### src/rtl/stlac_pkg.sv
// Package for the smoke, temperature and light auto controller.
// Holds beat layouts, register indexes, reset values and the config bundle.
// No dependencies.
package stlac_pkg;

   localparam int ReqDataW = 48;
   localparam int RspDataW = 8;
   localparam int CsrIdxW  = 3;
   localparam int CsrDataW = 16;

   typedef enum logic [CsrIdxW-1:0] {
      REG_SMOKE_LEVEL    = 3'd0,
      REG_FAN_HOLD       = 3'd1,
      REG_ALERT_INTERVAL = 3'd2,
      REG_FAULT_TIMEOUT  = 3'd3,
      REG_TEMP_ON        = 3'd4,
      REG_TEMP_OFF       = 3'd5,
      REG_LED_OFF_DELAY  = 3'd6
   } reg_idx_type;

   localparam logic              RstSmokeLevel    = 1'b0;
   localparam logic [15:0]       RstFanHold       = 16'd30;
   localparam logic [15:0]       RstAlertInterval = 16'd10;
   localparam logic [15:0]       RstFaultTimeout  = 16'd60;
   localparam logic signed [7:0] RstTempOn        = 8'sd32;
   localparam logic signed [7:0] RstTempOff       = 8'sd30;
   localparam logic [15:0]       RstLedOffDelay   = 16'd30;

   typedef struct packed {
      logic              smoke_level;
      logic [15:0]       fan_hold_seconds;
      logic [15:0]       alert_interval_seconds;
      logic [15:0]       fault_timeout_seconds;
      logic signed [7:0] temp_on_level;
      logic signed [7:0] temp_off_level;
      logic [15:0]       led_off_delay_seconds;
   } cfg_type;

   typedef struct packed {
      logic              smoke;
      logic              smoke_ok;
      logic signed [7:0] temperature;
      logic              temp_ok;
      logic              dark;
      logic              light_ok;
      logic              motion;
      logic              pir_ok;
      logic [31:0]       now_seconds;
   } req_type;

   typedef struct packed {
      logic sensor_fault;
      logic fault_alert;
      logic smoke_warn;
      logic led_on;
      logic fan_on;
   } rsp_type;

   // elapsed seconds, zero when time ran backwards
   function automatic logic [31:0] since(input logic [31:0] now, input logic [31:0] mark);
      since = (now >= mark) ? (now - mark) : 32'd0;
   endfunction

endpackage

### src/rtl/stlac_cfg.sv
// Configuration register file of the auto controller.
// Depends on stlac_pkg.
module stlac_cfg (
   input  logic                            clock,
   input  logic                            reset,
   input  logic                            csr_we,
   input  logic [stlac_pkg::CsrIdxW-1:0]   csr_index,
   input  logic [stlac_pkg::CsrDataW-1:0]  csr_wdata,
   output stlac_pkg::cfg_type              cfg
);

   stlac_pkg::cfg_type cfg_ff, cfg_in;

   always_comb begin
      cfg_in = cfg_ff;
      if (csr_we) begin
         case (stlac_pkg::reg_idx_type'(csr_index))
            stlac_pkg::REG_SMOKE_LEVEL:    cfg_in.smoke_level = csr_wdata[0];
            stlac_pkg::REG_FAN_HOLD:       cfg_in.fan_hold_seconds = csr_wdata;
            stlac_pkg::REG_ALERT_INTERVAL: cfg_in.alert_interval_seconds = csr_wdata;
            stlac_pkg::REG_FAULT_TIMEOUT:  cfg_in.fault_timeout_seconds = csr_wdata;
            stlac_pkg::REG_TEMP_ON:        cfg_in.temp_on_level = csr_wdata[7:0];
            stlac_pkg::REG_TEMP_OFF:       cfg_in.temp_off_level = csr_wdata[7:0];
            stlac_pkg::REG_LED_OFF_DELAY:  cfg_in.led_off_delay_seconds = csr_wdata;
            default: ;
         endcase
      end
   end

   always_ff @(posedge clock) begin
      if (reset) begin
         cfg_ff.smoke_level            <= stlac_pkg::RstSmokeLevel;
         cfg_ff.fan_hold_seconds       <= stlac_pkg::RstFanHold;
         cfg_ff.alert_interval_seconds <= stlac_pkg::RstAlertInterval;
         cfg_ff.fault_timeout_seconds  <= stlac_pkg::RstFaultTimeout;
         cfg_ff.temp_on_level          <= stlac_pkg::RstTempOn;
         cfg_ff.temp_off_level         <= stlac_pkg::RstTempOff;
         cfg_ff.led_off_delay_seconds  <= stlac_pkg::RstLedOffDelay;
      end else begin
         cfg_ff <= cfg_in;
      end
   end

   assign cfg = cfg_ff;

endmodule

### src/rtl/stlac_ctrl.sv
// Control state and per-sample decision logic (smoke, fault, fan, LED).
// Updates state on each processed beat. Depends on stlac_pkg.
module stlac_ctrl (
   input  logic                 clock,
   input  logic                 reset,
   input  logic                 step,
   input  stlac_pkg::req_type   req,
   input  stlac_pkg::cfg_type   cfg,
   output stlac_pkg::rsp_type   rsp
);

   logic        alarm_active_ff, alarm_active_in;
   logic [31:0] alarm_start_ff, alarm_start_in;
   logic        fault_flag_ff, fault_flag_in;
   logic [31:0] last_fault_ff, last_fault_in;
   logic [31:0] last_smoke_ff, last_smoke_in;
   logic [31:0] hold_until_ff, hold_until_in;
   logic        fan_ff, fan_in;
   logic        led_ff, led_in;
   logic        idle_timing_ff, idle_timing_in;
   logic [31:0] idle_start_ff, idle_start_in;

   logic        smoke_alarm;
   logic        smoke_pulse, fault_pulse;
   logic        fan_mid;
   logic [31:0] now;
   logic [31:0] start_eff, last_fault_eff, idle_eff;
   logic [32:0] hold_sum;
   logic [31:0] hold_end;

   always_comb begin
      now         = req.now_seconds;
      smoke_alarm = req.smoke_ok && (req.smoke == cfg.smoke_level);
      smoke_pulse = 1'b0;
      fault_pulse = 1'b0;

      alarm_active_in = alarm_active_ff;
      alarm_start_in  = alarm_start_ff;
      fault_flag_in   = fault_flag_ff;
      last_fault_in   = last_fault_ff;
      last_smoke_in   = last_smoke_ff;
      hold_until_in   = hold_until_ff;
      fan_mid         = fan_ff;
      led_in          = led_ff;
      idle_timing_in  = idle_timing_ff;
      idle_start_in   = idle_start_ff;

      start_eff      = alarm_active_ff ? alarm_start_ff : now;
      last_fault_eff = fault_flag_ff ? last_fault_ff : now;
      hold_sum       = {1'b0, now} + {17'd0, cfg.fan_hold_seconds};
      hold_end       = hold_sum[32] ? 32'hFFFF_FFFF : hold_sum[31:0];

      if (req.smoke_ok) begin
         if (smoke_alarm) begin
            alarm_active_in = 1'b1;
            alarm_start_in  = start_eff;
            if (stlac_pkg::since(now, start_eff) >= {16'd0, cfg.fault_timeout_seconds}) begin
               fault_flag_in = 1'b1;
               if (!fault_flag_ff) begin
                  fault_pulse   = 1'b1;
                  last_fault_in = now;
               end
               if (stlac_pkg::since(now, last_fault_eff) >
                   {16'd0, cfg.alert_interval_seconds}) begin
                  fault_pulse   = 1'b1;
                  last_fault_in = now;
               end
            end else begin
               fan_mid       = 1'b1;
               hold_until_in = hold_end;
               if (stlac_pkg::since(now, last_smoke_ff) >
                   {16'd0, cfg.alert_interval_seconds}) begin
                  smoke_pulse   = 1'b1;
                  last_smoke_in = now;
               end
            end
         end else begin
            alarm_active_in = 1'b0;
            fault_flag_in   = 1'b0;
            if (fan_ff && now >= hold_until_ff)
               fan_mid = 1'b0;
         end
      end

      // hold is unchanged whenever this branch can run
      fan_in = fan_mid;
      if (req.temp_ok && !smoke_alarm && now >= hold_until_ff) begin
         if (req.temperature > cfg.temp_on_level && !fan_mid)
            fan_in = 1'b1;
         else if (req.temperature < cfg.temp_off_level && fan_mid)
            fan_in = 1'b0;
      end

      idle_eff = idle_timing_ff ? idle_start_ff : now;
      if (req.light_ok && req.pir_ok) begin
         if (req.dark && req.motion) begin
            led_in         = 1'b1;
            idle_timing_in = 1'b0;
         end else if (!req.motion) begin
            idle_timing_in = 1'b1;
            idle_start_in  = idle_eff;
            if (led_ff && stlac_pkg::since(now, idle_eff) >=
                {16'd0, cfg.led_off_delay_seconds})
               led_in = 1'b0;
         end
      end

      rsp.fan_on       = fan_in;
      rsp.led_on       = led_in;
      rsp.smoke_warn   = smoke_pulse;
      rsp.fault_alert  = fault_pulse;
      rsp.sensor_fault = fault_flag_in;
   end

   always_ff @(posedge clock) begin
      if (reset) begin
         alarm_active_ff <= 1'b0;
         alarm_start_ff  <= '0;
         fault_flag_ff   <= 1'b0;
         last_fault_ff   <= '0;
         last_smoke_ff   <= '0;
         hold_until_ff   <= '0;
         fan_ff          <= 1'b0;
         led_ff          <= 1'b0;
         idle_timing_ff  <= 1'b0;
         idle_start_ff   <= '0;
      end else if (step) begin
         alarm_active_ff <= alarm_active_in;
         alarm_start_ff  <= alarm_start_in;
         fault_flag_ff   <= fault_flag_in;
         last_fault_ff   <= last_fault_in;
         last_smoke_ff   <= last_smoke_in;
         hold_until_ff   <= hold_until_in;
         fan_ff          <= fan_in;
         led_ff          <= led_in;
         idle_timing_ff  <= idle_timing_in;
         idle_start_ff   <= idle_start_in;
      end
   end

endmodule

### src/rtl/smoke_temp_light_auto_control.sv
// Top level of the smoke, temperature and light auto controller.
// Depends on stlac_pkg, stlac_cfg and stlac_ctrl.
//
// One sensor sample beat in gives one result beat out. A sample is held in
// an input register, decided combinationally against the controller state
// and written to an output register, so a result beat is offered once its
// sample has passed both registers; a new sample can be taken every cycle
// while the result side is not stalled, so the rate is one beat per cycle.
// Both registers advance whenever the result register is empty or being read.
// The user writes registers through csr_we/csr_index/csr_wdata only while no
// sample is in flight; the block itself does not enforce this. Index 7 is
// ignored.
module smoke_temp_light_auto_control (
   input  logic                             clock,
   input  logic                             reset,
   input  logic                             req_tvalid,
   output logic                             req_tready,
   // now_seconds[31:0], pir_ok, motion, light_ok, dark, temp_ok,
   // temperature[7:0], smoke_ok, smoke, zero pad
   input  logic [stlac_pkg::ReqDataW-1:0]   req_tdata,
   output logic                             rsp_tvalid,
   input  logic                             rsp_tready,
   // fan_on, led_on, smoke_warn, fault_alert, sensor_fault, zero pad
   output logic [stlac_pkg::RspDataW-1:0]   rsp_tdata,
   input  logic                             csr_we,
   input  logic [stlac_pkg::CsrIdxW-1:0]    csr_index,
   input  logic [stlac_pkg::CsrDataW-1:0]   csr_wdata
);

   stlac_pkg::cfg_type cfg;
   stlac_pkg::req_type req_beat;
   stlac_pkg::req_type smp_ff;
   stlac_pkg::rsp_type res;
   stlac_pkg::rsp_type rsp_ff;
   logic               smp_valid_ff;
   logic               rsp_valid_ff;
   logic               out_free;
   logic               step;

   assign req_beat = stlac_pkg::req_type'(req_tdata[46:0]);

   assign out_free   = !rsp_valid_ff || rsp_tready;
   assign step       = smp_valid_ff && out_free;
   assign req_tready = !smp_valid_ff || step;

   stlac_cfg u_cfg (
      .clock     (clock),
      .reset     (reset),
      .csr_we    (csr_we),
      .csr_index (csr_index),
      .csr_wdata (csr_wdata),
      .cfg       (cfg)
   );

   stlac_ctrl u_ctrl (
      .clock (clock),
      .reset (reset),
      .step  (step),
      .req   (smp_ff),
      .cfg   (cfg),
      .rsp   (res)
   );

   always_ff @(posedge clock) begin
      if (reset) begin
         smp_valid_ff <= 1'b0;
         rsp_valid_ff <= 1'b0;
      end else begin
         if (req_tready)
            smp_valid_ff <= req_tvalid;
         if (out_free)
            rsp_valid_ff <= step;
      end
   end

   always_ff @(posedge clock) begin
      if (req_tvalid && req_tready)
         smp_ff <= req_beat;
      if (step)
         rsp_ff <= res;
   end

   assign rsp_tvalid = rsp_valid_ff;
   assign rsp_tdata  = {3'b000, rsp_ff};

endmodule

### config.mk
export PLATFORM = sky130hd
export DESIGN_NAME = smoke_temp_light_auto_control
export DESIGN_NICKNAME = d
export VERILOG_FILES = /design/src/rtl/stlac_pkg.sv /design/src/rtl/stlac_cfg.sv /design/src/rtl/stlac_ctrl.sv /design/src/rtl/smoke_temp_light_auto_control.sv
export SDC_FILE = /design/constraint.sdc
export NUM_CORES = 1
export LEC_CHECK = 0
export ABC_AREA = 1
export BUFFER_PORTS_ARGS = -buffer_cell sky130_fd_sc_hd__buf_2
export CAP_MARGIN = 20
export CORE_UTILIZATION = 65
export DETAILED_ROUTE_END_ITERATION = 6
export PLACE_DENSITY = 0.93
export SYNTH_ARGS = -nofsm -noshare
export SYNTH_HDL_FRONTEND = slang
export SYNTH_SLANG_ARGS = --single-unit
export TNS_END_PERCENT = 10
### constraint.sdc
create_clock -name clock -period 5.7 [get_ports clock]
set_input_delay 0.57 -clock clock [delete_from_list [all_inputs] [get_ports clock]]
set_output_delay 0.57 -clock clock [all_outputs]
set_load 0.05 [all_outputs]
## Word-level counts from Yosys, hierarchy flattened

Index checks and enable logic that the tools add are counted.

| word-level totals | value |
|---|---|
| input bits | 72 |
| bits in registers | 300 |

| cells by class | value |
|---|---|
| equal/unequal tests | 8 |
| reductions and logical operators | 34 |
| mux-type cells | 29 |
| $lt $le $gt $ge | 11 |
| add/subtract/negate cells | 5 |
| bitwise operators | 5 |

Operators by type and width:

| cell | count |
|---|---|
| $mux 32 | 9 |
| $ge 32x32->1 | 5 |
| $sub 32x32->32 | 4 |
| $ge 32x16->1 | 2 |
| $gt 32x16->1 | 2 |
| $add 32x16->33 | 1 |
| $mux 1 | 20 |
| $reduce_and 2->1 | 8 |
| $reduce_and 4->1 | 3 |
| $logic_and 1x1->1 | 11 |
| $eq 3x3->1 const B | 3 |
| $reduce_and 3->1 | 3 |
| $gt 8x8->1 | 1 |
| $lt 8x8->1 | 1 |
| $eq 3x2->1 const B | 2 |
| $not 1->1 | 5 |
| $reduce_and 5->1 | 1 |
| $logic_not 1->1 | 4 |
| $eq 3x1->1 const B | 1 |
| $logic_not 3->1 | 1 |
| $reduce_or 3->1 | 1 |
| $logic_or 1x1->1 | 2 |
| $ne 2x1->1 const B | 1 |
| $eq 1x1->1 | 1 |

## Longest topological paths before layout

Gate-level depths: netlist of run 1.

| depth | value |
|---|---|
| depth after elaboration | 11 |
| mapped depth | 40 |

## By module

From an unflattened synthesis of run 1, not the netlist that was laid out.

| second synthesis, totals | value |
|---|---|
| cells, all modules | 4467 |
| area, all modules | 26703.1 um2 |

Modules (own cells, without submodules):

| module | cells each | sequential area each (um2) | times used | area an instance (um2) |
|---|---|---|---|---|
| stlac_ctrl | 3948 | 3303.2 | 1 | 21829.7 |
| stlac_cfg | 451 | 1621.6 | 1 | 3194.3 |
| smoke_temp_light_auto_control | 68 | 1601.5 | 1 | 1679.1 |

## Worst setup path before layout of run 1

OpenSTA, ideal clock, no wires.

| path | value |
|---|---|
| path kind | flip-flop to flip-flop |
| start point | register u_ctrl.alarm_active_ff |
| end point | register u_ctrl.last_smoke_ff[11] |
| path buffers | 6 |
| setup time | 0.115 ns |
| arrival | 4.663 ns |
| clock period less this slack | 4.778 ns |
| path slack | 0.922 ns |
| cell stages (with the launch flop) | 39 |
| path through | dfxtp_1 -> clkbuf_1 -> clkbuf_1 -> nand2_1 -> o21ai_0 -> ha_1 -> inv_1 -> fa_1 -> nand3_1 -> nand3_2 -> nand2_1 -> nand2_2 -> nand2_2 -> nand3_1 -> nand2_2 -> nand2_4 -> buf_6 -> inv_1 -> (+3 left out) -> a21oi_1 -> nand2_1 -> nand2_1 -> nand2_1 -> nand2_1 -> nand2_1 -> nand2_1 -> nand2_1 -> nand2_1 -> nand3_1 -> a21oi_1 -> nand3_4 -> nor2_4 -> buf_6 -> buf_6 -> nand3_1 -> nand2_1 -> nor2_1 |

| on the way | value |
|---|---|
| word-level cells in the longest chain between the ends | 6 |
| elaborated cells between the ends (all ways) | 7 |
| classes of those cells | add/sub (1); order compare (2); mux (2); bitwise (1); reduce/logical (1) |

Ends and longest elaborated chain:

| item | line | RTL |
|---|---|---|
| start: declaration | stlac_ctrl.sv:12 | `logic alarm_active_ff, alarm_active_in;` |
| start signal: assignment | stlac_ctrl.sv:128 | `alarm_active_ff <= alarm_active_in;` |
| $mux 32 * | stlac_ctrl.sv:48 | `start_eff = alarm_active_ff ? alarm_start_ff : now;` |
| named net u_ctrl.start_eff[0] | stlac_ctrl.sv:27 | `logic [31:0] start_eff, last_fault_eff, idle_eff;` |
| $sub 32x32->32 / $ge 32x32->1 (equally long branches) | stlac_pkg.sv:61 | `since = (now >= mark) ? (now - mark) : 32'd0;` |
| $mux 32 * | stlac_pkg.sv:61 |  |
| $ge 32x16->1 * | stlac_ctrl.sv:57 | `if (stlac_pkg::since(now, start_eff) >= {16'd0, cfg.fault_timeout_seconds}) begin` |
| $not 1->1 (no line) * | - |  |
| $reduce_and 5->1 (no line) * | - |  |
| end signal: assignment | stlac_ctrl.sv:132 | `last_smoke_ff <= last_smoke_in;` |
| end: declaration | stlac_ctrl.sv:16 | `logic [31:0] last_smoke_ff, last_smoke_in;` |

The timed path passes the listed nets; every way through them passes the cells marked *.
A chain may end at the register's enable or synchronous reset.

## Worst setup path in the final report of run 1

| path | value |
|---|---|
| start point | register smp_ff[0] (netlist bit) |
| end point | register u_ctrl.hold_until_ff[30] |

| on the way | value |
|---|---|
| word-level cells in the longest chain between the ends | 6 |
| elaborated cells between the ends (all ways) | 9 |
| classes of those cells | add/sub (2); order compare (2); mux (3); bitwise (1); reduce/logical (1) |

Ends and longest elaborated chain:

| item | line | RTL |
|---|---|---|
| start: declaration | smoke_temp_light_auto_control.sv:32 | `stlac_pkg::req_type smp_ff;` |
| start signal: assignment | smoke_temp_light_auto_control.sv:78 | `smp_ff <= req_beat;` |
| $mux 32 * | stlac_ctrl.sv:48 |  |
| named net u_ctrl.start_eff[0] | stlac_ctrl.sv:27 |  |
| $sub 32x32->32 / $ge 32x32->1 (equally long branches) | stlac_pkg.sv:61 |  |
| $mux 32 * | stlac_pkg.sv:61 |  |
| $ge 32x16->1 * | stlac_ctrl.sv:57 |  |
| $not 1->1 (no line) * | - |  |
| $reduce_and 4->1 (no line) * | - |  |
| end signal: assignment | stlac_ctrl.sv:133 | `hold_until_ff <= hold_until_in;` |
| end: declaration | stlac_ctrl.sv:17 | `logic [31:0] hold_until_ff, hold_until_in;` |

Marked as above.

==> results.tsv, run 1 <==
metric	value	unit
cts_root_buf	clkbuf_16	
grt-ovfl-total	0	
drtAntennaViolNets	0	
drcViolationCount	6	
synth_flop_cell	dfxtp_1	
ios	82	
p_leak	14.80	nW
sw_frac_of_total	36.72	%
min_path_type	in2reg	
layout_min_cycle_time	5460	ps
dr_total_vias	28820	
hold_slack	171.7	ps
n_antenna_cell	0	
power	6.837	mW
yosysWarnings	0	
synth_top_area_share	18.68	%
avgSynthCellArea	6.077	sq um
dieHeight	204.2	um
rsz0062_at_grt	true	
via_per_inst	5.793	
dr.pass1.iters	7	
crit_end	u_ctrl.hold_until_ff[30]	
critical_path_class	reg2reg	
reg2reg_slack	240	ps
critPathCaptureType	register	
ir_drop	272.7	uV
clk_path_buf_depth	3	
p_int	4.326	mW
crit_slowest_cell	fa_1	
clock-sinks	300	
path_max_fanout	26	
tightest_slew	1015	ps
fin_setup_tns	0	ps
ys_seq_elements	300	
synth_top_area_cell	dfxtp_1	
hold_buffers	0	
critPathMaxStageDelay	440	ps
path_clk_slew	70	ps
synth-edff-count	52	
die_area	41700	sq um
cp_common_cell	nand2_1	
grt_max_degree	115	
ys_seq_area_share	24.56	%
finalSetupViolations	0	
hold_viol_final	0	
startpoint	smp_ff[0]	
placed_cells	4912	
power_density	238.1	nW/um^2
hpwl	65090	um
drv_slew	0	
areaGrowthSynthToFinish	8.027	%
period_share	95.78	%
antenna_found_initial	0	
rows	73	
p_clk_share	34.3	%
grt_pass1_vias	27050	
synth_area	26580	sq um
synth_cells	4373	
grt_usage	40.81	%
layout-drive-gt1-share	6.743	%
fmax	0.1832	GHz
pwr-share-comb	32.5	%
postCtsSetupBuffers	0	
skew	37.90	ps
final_core_util	71.76	%
grt_first_pass_wirelength	134000	um
drt_iter0_drc	2889	
ctsResizeCount	0	
cp-start-kind	register	
clock_latency	570	ps
regToRegEndpoint	u_ctrl.hold_until_ff[30]	
maxCapViolCount	0	
wirelength	85980	um
htree_levels	2	
violations	design-rule violations	
layout.cells.non_filler	4974	
wl_per_cell	17.29	um
slew_headroom	32.26	%
final_net_count	4756	
crit_required	6130	ps
cts_made_buffers	34	
start_util	66.43	%
cp.arrival	5890	ps
p_seq_share	33.2	%
p_sw	2.510	mW
yosys.cell_types.count	53	
cts_tree	done	
reg2reg_from	smp_ff[0]	
synth.area.top_cells	dfxtp_1 19%, nand2_1 17%, ha_1 12%	
status	finished with violations	
port_buffers	77	
reg2reg_depth	33	
core	40010	sq um
gp_congestion	1.034	
dieWidth	204.2	um
async_flop_share	0	%
## registers in the layout, indices dropped and copies added, names as in the netlist, 5 cells and up
register / flops
u_cfg.cfg: 81
u_ctrl.hold_until_ff: 32
u_ctrl.alarm_start_ff: 32
u_ctrl.last_smoke_ff: 32
u_ctrl.last_fault_ff: 32
u_ctrl.idle_start_ff: 32
smp_ff: 47
rsp_tdata: 5
## worst max-delay path, delay by kind of cell (launching register included)
kind            cells  cell delay [ps]
simple gates       23             2090
buf+inv             4             1000
fa+ha+maj           3              950
compound gates      3              890
flops               1              350
## worst min-delay path by stage
stage	start	cells after the start	slack, ps	end
CTS	req_tdata[9]	1	170	smp_ff[9]
global route	req_tdata[7]	1	180	smp_ff[7]
floorplan	u_cfg.cfg[10]	2	440	u_cfg.cfg[10]
detailed placement	u_cfg.cfg[11]	2	450	u_cfg.cfg[11]
finish	req_tdata[9]	1	170	smp_ff[9]
global placement	u_cfg.cfg[11]	2	450	u_cfg.cfg[11]
## layout by cell type, fill, tap and decap left out, types with 31 or more instances in the layout
master,instances
nand2_1,1215
inv_1,717
nor2_1,589
a21oi_1,301
ha_1,255
nand3_1,248
dfxtp_1,245
o21ai_0,180
buf_2,77
a211oi_1,63
nand4_1,56
buf_4,52
edfxtp_1,52
nor3_1,43
o21ai_1,41
clkbuf_16,37
xor2_1,33
or2_2,31
## cell type report
type                       count  area [sq um]
sequential                   300          6530
inverter                     735          2764
clock buffer                  45         975.9
timing repair buffer         133         855.8
multi-input combinational   3220         16700
tap                          525         656.9
fill                        3327         11300
clock inverter                16         224.0
## metal layers
metal | GRT usage, % | up-vias | wire, um | share of wire [%]
met3 | 6.888 | 460 | 8433 | 9.8
met5 | 0 | - | 0 | 0
met4 | 28.92 | 0 | 6856 | 8.0
met1 | 47.09 | 12840 | 31840 | 37
met2 | 68.52 | 1507 | 38850 | 45
li1 | - | 14010 | - | -
## through the flow
| step | area, sq um | worst slack [ps] |
|---|---|---|
| floorplan | 26580 | 921.7 |
| global placement | 27480 | 489.1 |
| detailed placement | 27480 | 399.0 |
| CTS | 28680 | 308.0 |
| global route | 28710 | -100.3 |
| finish | 28710 | 240.4 |
## cells in the mapped netlist, types with 2 or more instances
master	count
nand4_1	56
xnor2_1	17
or2_2	31
inv_1	719
nor4_1	5
a21oi_2	12
a21oi_1	301
fa_1	5
clkbuf_1	74
o221ai_1	3
edfxtp_1	52
buf_6	14
buf_4	10
o21ai_0	180
o21a_1	6
nand2_4	2
and3_1	5
nor4b_1	2
buf_1	10
nor2_2	8
o211ai_1	17
nand2_1	1215
buf_2	11
inv_2	14
nand3_2	8
nand3_1	250
a211oi_1	63
a31oi_1	3
a21o_1	4
o21ai_1	41
nand2_2	17
and2_1	9
nand3b_1	11
o21bai_1	9
o2111ai_1	2
nor3_1	43
nor2_1	591
ha_1	255
dfxtp_1	248
nor2_4	5
xor2_1	33
## power groups by stage
stage	clock network, mW	logic [mW]	registers (mW)
global route	2.43	2.46	2.28
floorplan	0	1.54	2.32
detailed placement	0	2.13	2.32
finish	2.34	2.22	2.27
global placement	0	2.08	2.31
CTS	2.33	2.16	2.27
## cell families after synthesis
logic type,Yosys count,synth area share (%)
AND/OR/NAND/NOR,2261,35.22
buffers and inverters,855,12.74
AO/OA/AOI/OAI,646,13.44
flip-flops,300,24.56
adder cells (fa/ha/maj),260,12.38
XOR/XNOR,50,1.648
other,1,0.01411
No activity file was read; power rests on OpenSTA's default activity.
==> run 2, diff against run 1 <==
--- a/config.mk
+++ b/config.mk
@@ -6,11 +6,11 @@
 export NUM_CORES = 1
 export LEC_CHECK = 0
 export ABC_AREA = 1
-export BUFFER_PORTS_ARGS = -buffer_cell sky130_fd_sc_hd__buf_2
 export CAP_MARGIN = 20
 export CORE_UTILIZATION = 65
 export DETAILED_ROUTE_END_ITERATION = 6
-export PLACE_DENSITY = 0.93
+export DONT_BUFFER_PORTS = 1
+export PLACE_DENSITY = 0.91
 export SYNTH_ARGS = -nofsm -noshare
 export SYNTH_HDL_FRONTEND = slang
 export SYNTH_SLANG_ARGS = --single-unit
==> run 2 against run 1 <==
The run now ends clean. Clock skew down 14 ps. Largest power group is now sequential cells. Core utilization down 0.58 points. First-iteration DRC count up 2.1%.
==> results.tsv, run 2 (synthesis results as in run 1) <==
metric	value	unit
largest_reg_flops	81	
slew_headroom	30.34	%
reg2reg_slack	610	ps
path_clk_slew	60	ps
postCtsSetupBuffers	0	
crit_slowest_cell	dfxtp_2	
critPathMaxStageDelay	660	ps
p_int	4.180	mW
tightest_slew	1045	ps
p_leak	14.57	nW
critPathCaptureType	register	
ir_drop	327.4	uV
pwr-share-comb	32.6	%
period_share	89.31	%
gp_congestion	1.061	
cp.arrival	5580	ps
final_net_count	4709	
cp_common_cell	nand2_1	
clock-sinks	300	
via_per_inst	5.776	
p_clk_share	33.1	%
wirelength	88330	um
ios	82	
grt_usage	41.86	%
p_seq_share	34.3	%
final_common_cell	nand2_1	
layout_min_cycle_time	5091	ps
dieHeight	204.2	um
path_max_fanout	41	
drt_iter0_drc	2950	
antenna_found_initial	5	
areaGrowthSynthToFinish	7.156	%
cts_made_buffers	35	
critical_path_class	reg2reg	
core	40010	sq um
hpwl	67990	um
clock_latency	570	ps
drtAntennaViolNets	0	
status	finished, final reports clean	
cts_root_buf	clkbuf_16	
min_path_type	in2reg	
grt-ovfl-total	0	
crit_required	6190	ps
drv_slew	0	
sw_frac_of_total	37.28	%
power_density	234.1	nW/um^2
layout_common_cells	1,215 x nand2_1, 717 x inv_1, 589 x nor2_1	
rsz0062_at_grt	false	
drcViolationCount	0	
clk_path_buf_depth	3	
start_util	66.43	%
wl_per_cell	17.91	um
fin_setup_tns	0	ps
maxCapViolCount	0	
grt_max_degree	73	
hold_viol_final	0	
hold_buffers	0	
cts_tree	done	
die_area	41700	sq um
htree_levels	2	
grt_pass1_vias	26450	
rows	73	
hold_slack	85.99	ps
fmax	0.1964	GHz
dieWidth	204.2	um
port_buffers	0	
skew	23.50	ps
p_sw	2.485	mW
dr.pass1.iters	6	
cp-start-kind	register	
finalSetupViolations	0	
layout-drive-gt1-share	5.723	%
grt_first_pass_wirelength	135200	um
ctsResizeCount	0	
dr_total_vias	28490	
## run 2: changes by cell type in the layout (fill, tap and decap cells not counted), sizes merged
cell | before | now
clkbuf | 45 | 48
clkinvlp | 0 | 6
bufinv | 3 | 0
inv | 738 | 737
clkinv | 10 | 8
buf | 133 | 84
diode | 0 | 5
## run 2: layout make-up
cell class,count,area [sq um]
inverter,735,2764
multi-input combinational,3220,16700
timing repair buffer,85,713.2
clock buffer,47,980.9
antenna,5,12.51
tap,525,656.9
clock inverter,16,117.6
fill,3541,11530
sequential,300,6530
## run 2: per-stage QoR
step / total power [mW] / utilization, % / cell area (sq um) / worst slack [ps] / cells
final: 6.665 / 71.18 / 28480 / 609.4 / 4933
after global placement: 4.366 / 68.26 / 27310 / 441.9 / 4862
after floorplan: 3.862 / - / 26580 / 921.7 / 4375
after CTS: 6.597 / 71.01 / 28410 / 334.5 / 4925
after global routing: 6.986 / 71.16 / 28470 / 160.9 / 4929
after detailed placement: 4.416 / 68.26 / 27310 / 341.6 / 4862
## run 2: critical path: cells and delay by family (launching register included)
| family | cells | cell delay [ps] |
|---|---|---|
| DFF | 1 | 660 |
| and+or+nand+nor | 18 | 2050 |
| AOI/OAI and AO/OA | 4 | 660 |
| adders and majority gates | 3 | 940 |
| buffers and inverters | 5 | 670 |
## run 2: per-layer routing
layer / routed length, um / global-route usage, % / up-vias
met3: 9768 / 8.530 / 354
met1: 33410 / 49.99 / 12760
li1: - / - / 13950
met2: 39690 / 69.46 / 1425
met5: 12 / 0 / -
met4: 5448 / 24.52 / 2
## run 2: power groups by stage
| stage | sequential (mW) | combinational, mW | clock (mW) |
|---|---|---|---|
| after global routing | 2.29 | 2.41 | 2.29 |
| after floorplan | 2.32 | 1.54 | 0 |
| final | 2.28 | 2.18 | 2.21 |
| after CTS | 2.28 | 2.11 | 2.21 |
| after detailed placement | 2.33 | 2.09 | 0 |
| after global placement | 2.32 | 2.04 | 0 |
## run 2: worst paths after layout
| kind | from | endpoint | cells after the start |
|---|---|---|---|
| worst min register to register | u_cfg.cfg[13] | u_cfg.cfg[13] | 2 |
| worst max register to register | u_ctrl.fault_flag_ff | u_ctrl.last_fault_ff[30] | 30 |
| worst min-delay path | reset | smp_valid_ff | 1 |
| worst max-delay path | u_ctrl.fault_flag_ff | u_ctrl.last_fault_ff[30] | 30 |
